===== src/hdl/bcd_pkg.sv =====
// ----------------------------------------------------------------------------
// Button detector package
// Shared types and constants for the click / long-press detector.
// ----------------------------------------------------------------------------
`default_nettype none

package bcd_pkg;

    // Filter length of the debouncer, in ticks (1 to 255).
    localparam int unsigned DEBOUNCE_TICKS = 10;
    localparam int unsigned DEB_W          = 8;
    localparam int unsigned TICK_W         = 16;
    localparam int unsigned CFG_DATA_W     = 16;
    localparam int unsigned CFG_INDEX_W    = 2;

    localparam logic [DEB_W-1:0] DEB_LIMIT = DEB_W'(DEBOUNCE_TICKS);

    // Register values after reset.
    localparam logic              RST_ACTIVE_LEVEL = 1'b0;
    localparam logic [TICK_W-1:0] RST_CLICK_GAP    = 16'd200;
    localparam logic [TICK_W-1:0] RST_LONG_HOLD    = 16'd1000;
    localparam logic [TICK_W-1:0] RST_REPEAT       = 16'd100;

    typedef enum logic [CFG_INDEX_W-1:0] {
        REG_ACTIVE_LEVEL = 2'd0,
        REG_CLICK_GAP    = 2'd1,
        REG_LONG_HOLD    = 2'd2,
        REG_REPEAT       = 2'd3
    } reg_index_t;

    typedef enum logic [2:0] {
        EV_NONE   = 3'd0,
        EV_SINGLE = 3'd1,
        EV_DOUBLE = 3'd2,
        EV_LONG   = 3'd3,
        EV_REPEAT = 3'd4
    } event_t;

    typedef enum logic [1:0] {
        PH_IDLE = 2'd0,
        PH_HOLD = 2'd1,
        PH_WAIT = 2'd2,
        PH_LONG = 2'd3
    } phase_t;

    typedef struct packed {
        logic              active_level;
        logic [TICK_W-1:0] click_gap_ticks;
        logic [TICK_W-1:0] long_hold_ticks;
        logic [TICK_W-1:0] repeat_ticks;
    } cfg_t;

endpackage

`default_nettype wire


===== src/hdl/button_click_long_press_detector.sv =====
// ----------------------------------------------------------------------------
// Button click / long-press detector
// Debounces a sampled button pin and classifies presses into click and
// long-press events, one event code per tick.
// ----------------------------------------------------------------------------
//
//  Channel | Direction | Handshake          | Payload
//  --------+-----------+--------------------+---------------------------------
//  in      | sink      | in_valid/in_stall  | pin_level (1 bit)
//  out     | source    | out_valid/out_stall| event_code (3 bits)
//  cfg     | sink      | cfg_wr_en          | cfg_index (2), cfg_data (16)
//
//  Each input beat is one tick and yields exactly one output beat. While the
//  output side does not stall, one beat per clock is sustained; the tick
//  update is a single pass through the debouncer and the phase machine
//  between the input and result registers. A stall on the output holds the
//  result register; the input register still takes one more beat, then
//  in_stall rises until the result is taken. Reset clears the configuration
//  to its defaults and all filter and phase state; no clearing pass is needed.
// ----------------------------------------------------------------------------
`default_nettype none

module button_click_long_press_detector
(
    input  wire                              clk,
    input  wire                              rst_n,
    input  wire                              in_valid,
    output logic                             in_stall,
    input  wire                              pin_level,
    output logic                             out_valid,
    input  wire                              out_stall,
    output logic [2:0]                       event_code,
    input  wire                              cfg_wr_en,
    input  wire  [bcd_pkg::CFG_INDEX_W-1:0]  cfg_index,
    input  wire  [bcd_pkg::CFG_DATA_W-1:0]   cfg_data
);
    import bcd_pkg::*;

    cfg_t   cfg_reg;
    logic   in_valid_reg;
    logic   pin_reg;
    logic   out_valid_reg;
    event_t event_reg;

    logic   tick_move;
    logic   raw_pressed;
    logic   pressed_next;
    event_t tick_event;

    // The tick in the input register is processed when the result register
    // is empty or is being emptied in this cycle.
    assign tick_move = in_valid_reg && (!out_valid_reg || !out_stall);
    assign in_stall  = in_valid_reg && !tick_move;

    assign raw_pressed = (pin_reg == cfg_reg.active_level);

    // Configuration registers; bits above a register's width are dropped.
    always_ff @(posedge clk or negedge rst_n)
    begin
        if (!rst_n)
        begin
            cfg_reg.active_level    <= RST_ACTIVE_LEVEL;
            cfg_reg.click_gap_ticks <= RST_CLICK_GAP;
            cfg_reg.long_hold_ticks <= RST_LONG_HOLD;
            cfg_reg.repeat_ticks    <= RST_REPEAT;
        end
        else if (cfg_wr_en)
        begin
            unique case (reg_index_t'(cfg_index))
                REG_ACTIVE_LEVEL: cfg_reg.active_level    <= cfg_data[0];
                REG_CLICK_GAP:    cfg_reg.click_gap_ticks <= cfg_data[TICK_W-1:0];
                REG_LONG_HOLD:    cfg_reg.long_hold_ticks <= cfg_data[TICK_W-1:0];
                REG_REPEAT:       cfg_reg.repeat_ticks    <= cfg_data[TICK_W-1:0];
                default:          cfg_reg                 <= cfg_reg;
            endcase
        end
    end

    // Input register.
    always_ff @(posedge clk or negedge rst_n)
    begin
        if (!rst_n)
        begin
            in_valid_reg <= 1'b0;
        end
        else if (in_valid && !in_stall)
        begin
            in_valid_reg <= 1'b1;
        end
        else if (tick_move)
        begin
            in_valid_reg <= 1'b0;
        end
    end

    always_ff @(posedge clk)
    begin
        if (in_valid && !in_stall)
        begin
            pin_reg <= pin_level;
        end
    end

    bcd_debounce u_debounce
    (
        .clk          (clk),
        .rst_n        (rst_n),
        .tick_en      (tick_move),
        .raw_pressed  (raw_pressed),
        .pressed_next (pressed_next)
    );

    bcd_phase_fsm u_phase
    (
        .clk       (clk),
        .rst_n     (rst_n),
        .tick_en   (tick_move),
        .pressed   (pressed_next),
        .cfg       (cfg_reg),
        .event_out (tick_event)
    );

    // Result register.
    always_ff @(posedge clk or negedge rst_n)
    begin
        if (!rst_n)
        begin
            out_valid_reg <= 1'b0;
        end
        else if (tick_move)
        begin
            out_valid_reg <= 1'b1;
        end
        else if (!out_stall)
        begin
            out_valid_reg <= 1'b0;
        end
    end

    always_ff @(posedge clk)
    begin
        if (tick_move)
        begin
            event_reg <= tick_event;
        end
    end

    assign out_valid  = out_valid_reg;
    assign event_code = event_reg;

endmodule

`default_nettype wire


===== src/hdl/bcd_debounce.sv =====
// ----------------------------------------------------------------------------
// Button detector debouncer
// Run-length filter on the raw pressed bit, updated once per processed tick.
// ----------------------------------------------------------------------------
`default_nettype none

module bcd_debounce
(
    input  wire  clk,
    input  wire  rst_n,
    input  wire  tick_en,
    input  wire  raw_pressed,
    output logic pressed_next
);
    import bcd_pkg::*;

    logic [DEB_W-1:0] count_reg;
    logic [DEB_W-1:0] count_next;
    logic             filtered_reg;
    logic [DEB_W-1:0] count_inc;

    assign count_inc = count_reg + DEB_W'(1);

    always_comb
    begin
        count_next   = '0;
        pressed_next = filtered_reg;
        if (raw_pressed != filtered_reg)
        begin
            if (count_inc >= DEB_LIMIT)
            begin
                pressed_next = raw_pressed;
            end
            else
            begin
                count_next = count_inc;
            end
        end
    end

    always_ff @(posedge clk or negedge rst_n)
    begin
        if (!rst_n)
        begin
            count_reg    <= '0;
            filtered_reg <= 1'b0;
        end
        else if (tick_en)
        begin
            count_reg    <= count_next;
            filtered_reg <= pressed_next;
        end
    end

endmodule

`default_nettype wire


===== src/hdl/bcd_phase_fsm.sv =====
// ----------------------------------------------------------------------------
// Button detector phase machine
// Idle / hold / wait-for-click / long-press sequencer with tick timeouts.
// ----------------------------------------------------------------------------
`default_nettype none

module bcd_phase_fsm
(
    input  wire           clk,
    input  wire           rst_n,
    input  wire           tick_en,
    input  wire           pressed,
    input  wire bcd_pkg::cfg_t cfg,
    output bcd_pkg::event_t event_out
);
    import bcd_pkg::*;

    phase_t            phase_reg;
    phase_t            phase_next;
    logic [TICK_W-1:0] tick_reg;
    logic [TICK_W-1:0] tick_next;
    logic [1:0]        clicks_reg;
    logic [1:0]        clicks_next;
    logic [TICK_W-1:0] tick_bump;

    // The counter saturates at its top value.
    assign tick_bump = (tick_reg == {TICK_W{1'b1}}) ? tick_reg : tick_reg + TICK_W'(1);

    always_comb
    begin
        phase_next  = phase_reg;
        tick_next   = tick_reg;
        clicks_next = clicks_reg;
        event_out   = EV_NONE;
        unique case (phase_reg)
            PH_IDLE:
            begin
                if (pressed)
                begin
                    phase_next = PH_HOLD;
                    tick_next  = '0;
                end
            end
            PH_HOLD:
            begin
                if (pressed)
                begin
                    tick_next = tick_bump;
                    if (tick_bump >= cfg.long_hold_ticks)
                    begin
                        event_out  = EV_LONG;
                        phase_next = PH_LONG;
                        tick_next  = '0;
                    end
                end
                else
                begin
                    if (clicks_reg != 2'd3)
                    begin
                        clicks_next = clicks_reg + 2'd1;
                    end
                    phase_next = PH_WAIT;
                    tick_next  = '0;
                end
            end
            PH_WAIT:
            begin
                if (pressed)
                begin
                    phase_next = PH_HOLD;
                    tick_next  = '0;
                end
                else
                begin
                    tick_next = tick_bump;
                    if (tick_bump >= cfg.click_gap_ticks)
                    begin
                        if (clicks_reg == 2'd1)
                        begin
                            event_out = EV_SINGLE;
                        end
                        else if (clicks_reg == 2'd2)
                        begin
                            event_out = EV_DOUBLE;
                        end
                        phase_next  = PH_IDLE;
                        tick_next   = '0;
                        clicks_next = '0;
                    end
                end
            end
            PH_LONG:
            begin
                if (pressed)
                begin
                    tick_next = tick_bump;
                    if (tick_bump >= cfg.repeat_ticks)
                    begin
                        event_out = EV_REPEAT;
                        tick_next = '0;
                    end
                end
                else
                begin
                    phase_next  = PH_IDLE;
                    tick_next   = '0;
                    clicks_next = '0;
                end
            end
            default:
            begin
                phase_next = PH_IDLE;
            end
        endcase
    end

    always_ff @(posedge clk or negedge rst_n)
    begin
        if (!rst_n)
        begin
            phase_reg  <= PH_IDLE;
            tick_reg   <= '0;
            clicks_reg <= '0;
        end
        else if (tick_en)
        begin
            phase_reg  <= phase_next;
            tick_reg   <= tick_next;
            clicks_reg <= clicks_next;
        end
    end

endmodule

`default_nettype wire


===== config.mk =====
export PLATFORM = sky130hd
export DESIGN_NAME = button_click_long_press_detector
export DESIGN_NICKNAME = d
export VERILOG_FILES = /design/src/hdl/bcd_pkg.sv /design/src/hdl/button_click_long_press_detector.sv /design/src/hdl/bcd_debounce.sv /design/src/hdl/bcd_phase_fsm.sv
export SDC_FILE = /design/constraint.sdc
export NUM_CORES = 1
export LEC_CHECK = 0
export BUFFER_PORTS_ARGS = -buffer_cell sky130_fd_sc_hd__buf_2
export CORE_ASPECT_RATIO = 1.25
export CORE_MARGIN = 10
export CORE_UTILIZATION = 60
export CTS_CLUSTER_SIZE = 12
export DETAILED_ROUTE_END_ITERATION = 8
export HOLD_SLACK_MARGIN = 0.1
export PLACE_DENSITY = 0.79
export REMOVE_ABC_BUFFERS = 1
export SKIP_LAST_GASP = 1
export SYNTH_ARGS = -nofsm -noshare
export SYNTH_HDL_FRONTEND = slang
export SYNTH_SLANG_ARGS = --single-unit

===== constraint.sdc =====
create_clock -name clk -period 4.3 [get_ports clk]
set_input_delay 0.215 -clock clk [delete_from_list [all_inputs] [get_ports clk]]
set_output_delay 0.215 -clock clk [all_outputs]
set_load 0.005 [all_outputs]

Word level (Yosys, flattened, before mapping)
Index checks and enable logic that the tools add are counted.
{ "word_totals": {"ff_bits": 84, "latch_bits": 0, "mem_bits_rw": 0, "rom_bits": 0, "input_bits": 24, "output_inout_bits": 5, "mem_count": 0} }
{ "op_classes": {"n_addsub": 3, "mul": 0, "div_mod_pow": 0, "magnitude_cmp": 4, "eq_ne": 21, "shift": 0, "mux": 37, "bitwise": 0, "n_reduce_logical": 19} }
{ "ops": {"columns": ["op", "count"], "rows": [
  ["$mux W16", 8],
  ["$pmux W16 S4", 1],
  ["$ge A16 B16 Y1", 3],
  ["$mux W2", 11],
  ["$mux W3", 6],
  ["$add A16 B1 Y16 const B", 1],
  ["$eq A16 B16 Y1 const B", 1],
  ["$mux W8", 2],
  ["$eq A2 B2 Y1 const B", 5],
  ["$ne A2 B2 Y1 const B", 5],
  ["$reduce_and A2 Y1", 5],
  ["$pmux W3 S3", 1],
  ["$add A8 B1 Y8 const B", 1],
  ["$ge A8 B4 Y1 const B", 1],
  ["$pmux W2 S4", 1],
  ["$reduce_and A7 Y1", 1],
  ["$eq A2 B1 Y1 const B", 3],
  ["$mux W1", 6],
  ["$ne A2 B1 Y1 const B", 3],
  ["$ne A3 B2 Y1 const B", 2],
  ["$pmux W2 S3", 1],
  ["$reduce_and A5 Y1", 1],
  ["$logic_not A1 Y1", 4],
  ["$logic_not A2 Y1", 2],
  ["7 further kinds", 9]
]} }

Logic depth before layout (Yosys ltp)
{ "depth": {"word_depth": 8, "mapped_depth": 18, "mapped_depth_nobuf": 16} }

Cells and area by module
Synthesis repeated with hierarchy kept, for this count alone.
{ "unflattened": {"cells_unflattened": 489, "hier_area_um2": 5398.9} }
{ "by_module_without_submodules": {"columns": ["module", "instances", "cells_each", "area_per_inst_um2"], "rows": [
  ["bcd_phase_fsm", 1, 320, 2655.0],
  ["button_click_long_press_detector", 1, 118, 2219.6],
  ["bcd_debounce", 1, 51, 524.3]
]} }

Worst setup path after synthesis
Ideal clock, no wire load.
{ "synth_timing": {"path_kind": "reg2reg", "startpoint": "register u_phase.tick_reg[0]", "endpoint": "register u_phase.phase_reg[1]", "setup_time_ps": 128, "arrival_time_ps": 3533, "required_ps": 4172, "path_slack_ps": 639, "stages_incl_launch_ff": 16, "synth_period_minus_slack_ps": 3661, "cell_sequence": "dfrtp_1 -> ha_1 -> and3_1 -> buf_1 -> nand3b_1 -> nand2_1 -> or3_1 -> xnor2_1 -> ha_1 -> nand4_1 -> nor3_1 -> a2111oi_0 -> o21a_1 -> nand2_1 -> a31oi_1 -> mux2_1"} }
{ "synth_via": {"elab_chain_len": 5} }
{ "synth_rtl": {"columns": ["item", "line_no", "rtl"], "rows": [
  ["start, declared", "bcd_phase_fsm.sv:20", "logic [TICK_W-1:0] tick_reg;"],
  ["start signal, assigned", "bcd_phase_fsm.sv:128", "tick_reg <= tick_next;"],
  ["$add A16 B1 Y16 or $eq A16 B16 Y1 (tied branches)", "bcd_phase_fsm.sv:27", "assign tick_bump = (tick_reg == {TICK_W{1'b1}}) ? tick_reg : tick_reg + TICK_W'(1);"],
  ["$mux W16 *", "bcd_phase_fsm.sv:27", null],
  ["$ge A16 B16 Y1 (on tied branches)", "bcd_phase_fsm.sv:49, bcd_phase_fsm.sv:76", null],
  ["$ne A3 B2 Y1 (no line)", null, null],
  ["$reduce_and A5 Y1 (no line) *", null, null],
  ["end signal, assigned", "bcd_phase_fsm.sv:127", "phase_reg <= phase_next;"],
  ["end, declared", "bcd_phase_fsm.sv:18", "phase_t phase_reg;"]
]} }
Every way passes the cells marked *; elsewhere a longest branch is shown, timed or not.
A chain may end at the register's enable or synchronous reset.

Worst setup path in the final report
{ "layout_timing": {"startpoint": "register u_phase.tick_reg[0]", "endpoint": "register u_phase.tick_reg[2]"} }
{ "layout_via": {"elab_chain_len": 6} }
{ "layout_rtl": {"columns": ["item", "line_no", "rtl"], "rows": [
  ["$add A16 B1 Y16 or $eq A16 B16 Y1 (tied branches)", "bcd_phase_fsm.sv:27", null],
  ["$mux W16 *", "bcd_phase_fsm.sv:27", null],
  ["$ge A16 B16 Y1 (on tied branches)", "bcd_phase_fsm.sv:97, bcd_phase_fsm.sv:49, bcd_phase_fsm.sv:76", null],
  ["$mux W16 (on tied branches)", "bcd_phase_fsm.sv:97, bcd_phase_fsm.sv:49, bcd_phase_fsm.sv:76", null],
  ["$mux W16 (on tied branches)", "bcd_phase_fsm.sv:94, bcd_phase_fsm.sv:46, bcd_phase_fsm.sv:68", null],
  ["$pmux W16 S4 *", "bcd_phase_fsm.sv:35", "unique case (phase_reg)"]
]} }
Marked as above.

==> impl_metrics.py <==
metrics = {
    "routing": {
        "vias_after_detailed_routing": 3797,
        "drc": 0,
        "avgViaCountPerCell": 5.869,
        "post_drt_wl_per_cell_um": 16.78,
        "first_pass_iters": 4,
        "initial_drc_count": 143,
        "postRouteWirelength_um": 10860,
        "final_antenna_net_count": 0,
    },
    "setup_path": {
        "setup.worst_path.class": "reg -> reg",
        "worstReg2RegStart": "u_phase.tick_reg[0]",
        "reg2reg_depth": 17,
        "worst-path-stages": 17,
        "path_delay_family": "compound AO/OA/AOI/OAI gates",
        "critical_path_required_ps": 4610,
        "critPathBufInv": 1,
        "setup.worst_path.start_class": "register",
        "timing.critical_path.slowest_cell_delay_ps": 450,
        "crit_slowest_cell": "dfrtp_1",
        "crit_arrival_ps": 4360,
        "worstSetupStartpoint": "u_phase.tick_reg[0]",
        "r2r_slack_ps": 250,
        "critical_path_end_type": "register",
        "worst_path_most_repeated_cell": "ha_1",
        "r2r_end": "u_phase.tick_reg[2]",
        "path_max_fanout": 10,
        "crit_chain": "ha_1, and3_1, and3b_1, nor2_2, nand4_1, or2_2, nand2_1, ha_1, a21oi_1, o21ai_0, a2111oi_2, o21a_2, a221o_1, o311ai_4, buf_4, a31oi_1, o22a_1",
    },
    "cts": {
        "worstSkewPairLatency_ps": 360,
        "clkSlewWorstSetupHoldPaths_ps": 90,
        "numCtsBuffers": 9,
        "max_buffers_root_to_sink": 2,
        "cts_tree": "done",
        "cts_max_level": 3,
        "clock_tree.root_cell": "clkbuf_8",
        "cts_sinks": 84,
    },
    "die": {
        "chipHeight_um": 124.2,
        "fp.dieArea_mm2": 0.01283,
        "design.portCount": 29,
        "floorplan.initialDensity": 0.6249,
        "die-width_um": 103.3,
        "fp-row-count": 37,
        "core_mm2": 0.008333,
    },
    "yosys": {
        "syn_inst": 505,
        "number_of_distinct_library_cells_after_synthesis": 57,
        "post_synth.cell_area_avg_um2": 10.31,
        "synth-seq-area-share": 0.4104,
        "netlist_area_mm2": 0.005207,
        "synth_largest_area_cell": "dfrtp_1",
        "ys.flop_type": "dfrtp_1",
        "yosys_warnings": 0,
        "synth.ff_latch_count": 84,
        "synth_area_leaders": "dfrtp_1 33%, ha_1 14%, mux2_2 11%",
        "post-synth-top-area-fraction": 0.3268,
        "post_synth_edffs": 4,
        "postSynth.asyncResetShare": 0.9524,
    },
    "placed_design": {
        "io_buffers": 28,
        "hpwl_reported_at_the_end_of_detailed_placement_um": 8109,
        "placement.cell_area_mm2": 0.005468,
        "finalWeightedCongestion": 0.8814,
        "dpl.cell_count": 626,
    },
    "timing": {
        "post-route-min-period_ps": 4047,
        "clock-skew-final_ps": 14.26,
        "setup_viol": 0,
        "slew-limit-headroom": 0.3057,
        "finalHoldViolations": 0,
        "final.period_utilization": 0.9411,
        "worst-slew-pin-transition_ps": 1038,
        "maxClockFrequency_ghz": 0.2471,
        "finalHoldWorstSlack_ps": 109.3,
        "final_max_slew_viol_count": 0,
    },
    "flow_run": {
        "max_cap_viol": 0,
    },
    "outcome": {
        "result_of_the_run": "complete, no violations",
    },
    "layout": {
        "layout.cell_area.non_filler_mm2": 0.005723,
        "largest_register_ff_count": 49,
        "final_layout_size_suffix_gt1_frac": 0.2327,
        "finish.net_count": 627,
        "final.fill_count": 640,
        "most-common-layout-cells": "68 x dfrtp_1, 60 x inv_1, 58 x ha_1",
        "final_common_cell": "dfrtp_1",
        "utilization": 0.6868,
        "layout-area-overhead-vs-synth_pct": 9.899,
        "final_cell_count_no_fill": 647,
        "n_antenna_cell": 0,
    },
    "grt": {
        "grtUsageTotal": 0.1812,
        "grt_first_pass_wirelength_um": 18470,
        "number_of_antenna_violations_at_the_first_check_in_global_routing": 0,
        "first_global_vias": 3980,
        "overflow": 0,
        "grt_max_degree": 81,
    },
    "power_and_ir_drop": {
        "pwr_density_cell_mw_per_mm2": 387.5,
        "vdd_drop_max_uv": 230.7,
        "design_power_total_uw": 2218,
        "leakage_component_of_the_power_uw": 0.002852,
    },
    "min_path": {
        "worstHoldPathCells": 2,
        "min_path_type": "in -> reg",
        "min-delay-start": "cfg_data[5]",
        "timing.hold.worst_endpoint": "cfg_reg[37]",
    },
}
## synth_stat cells, drive strengths merged (2+ instances only)
cell type	count
a211oi	7
a21o	8
a21oi	18
a2bb2oi	5
a31oi	3
and2	5
and3	8
buf	6
clkbuf	5
dfrtp	68
dfstp	12
edfxtp	4
ha	58
inv	60
mux2	52
mux2i	5
nand2	48
nand2b	10
nand3	9
nand3b	3
nand4	12
nor2	17
nor3	9
nor4	5
o2111ai	2
o211ai	2
o21a	4
o21ai	23
o31ai	5
or2	2
or3	3
xnor2	10
xor2	3
## cells by family (layout without fill, tap and decap cells)
logic type,count (synthesis),count (layout),share of synthesized area
mux,57,57,0.1221
xor+xnor,13,13,0.02186
flops,84,84,0.4104
simple gates,137,137,0.1353
compound gates,85,85,0.1170
buf+inv,71,116,0.05406
fa+ha+maj,58,58,0.1394
## how the worst max path moves through the flow
stage                      endpoint  slack [ps]
2_1_floorplan   u_phase.tick_reg[0]         540
3_3_place_gp    u_phase.tick_reg[7]         150
3_5_place_dp   u_phase.tick_reg[10]         -20
4_1_cts        u_phase.tick_reg[10]          30
5_1_grt         u_phase.tick_reg[4]          -9
6_report        u_phase.tick_reg[2]         250
## area by class of cell
type                    instances  area, um2  share of cell area
clock buffers                  15      176.4             0.03083
clock inverters                 1      7.507            0.001312
inverters                      60      225.2             0.03935
multi-input cells             350       2813              0.4915
flip-flops and latches         84       2137              0.3734
well taps                      97      121.4             0.02121
repair buffers                 40      242.7             0.04241
## where the power goes
part	switching [uW]	total, uW	internal, uW
logic	357	654	297
registers	90.8	1030	937
clock network	277	535	259
## metrics by stage
| stage | setup slack [ps] | setup TNS [ps] |
|---|---|---|
| detailed placement | -15.06 | -19.15 |
| floorplan | 543.3 | 0 |
| global route | -8.988 | -15.31 |
| finish | 253.2 | 0 |
| global placement | 147.6 | 0 |
| CTS | 28.81 | 0 |
## timing repair
item | 4_1_cts | 5_1_grt
hold endpoints to repair | 71 | 0
endpoints found under the setup margin | 6 | 16
resized for setup | 1 | 5
buffers inserted | 0 | 1
pin swaps | 0 | 2
hold buffers | 4 | 0
## layer usage
metal,wire [um],vias up,track usage,share of wire
li1,-,1867,-,-
met1,4654,1857,0.2079,0.43
met2,5649,54,0.3267,0.52
met3,330,19,0.03213,0.030
met4,225,0,0.06707,0.021
met5,0,-,0,0
Power figures use the tool's default switching activity.
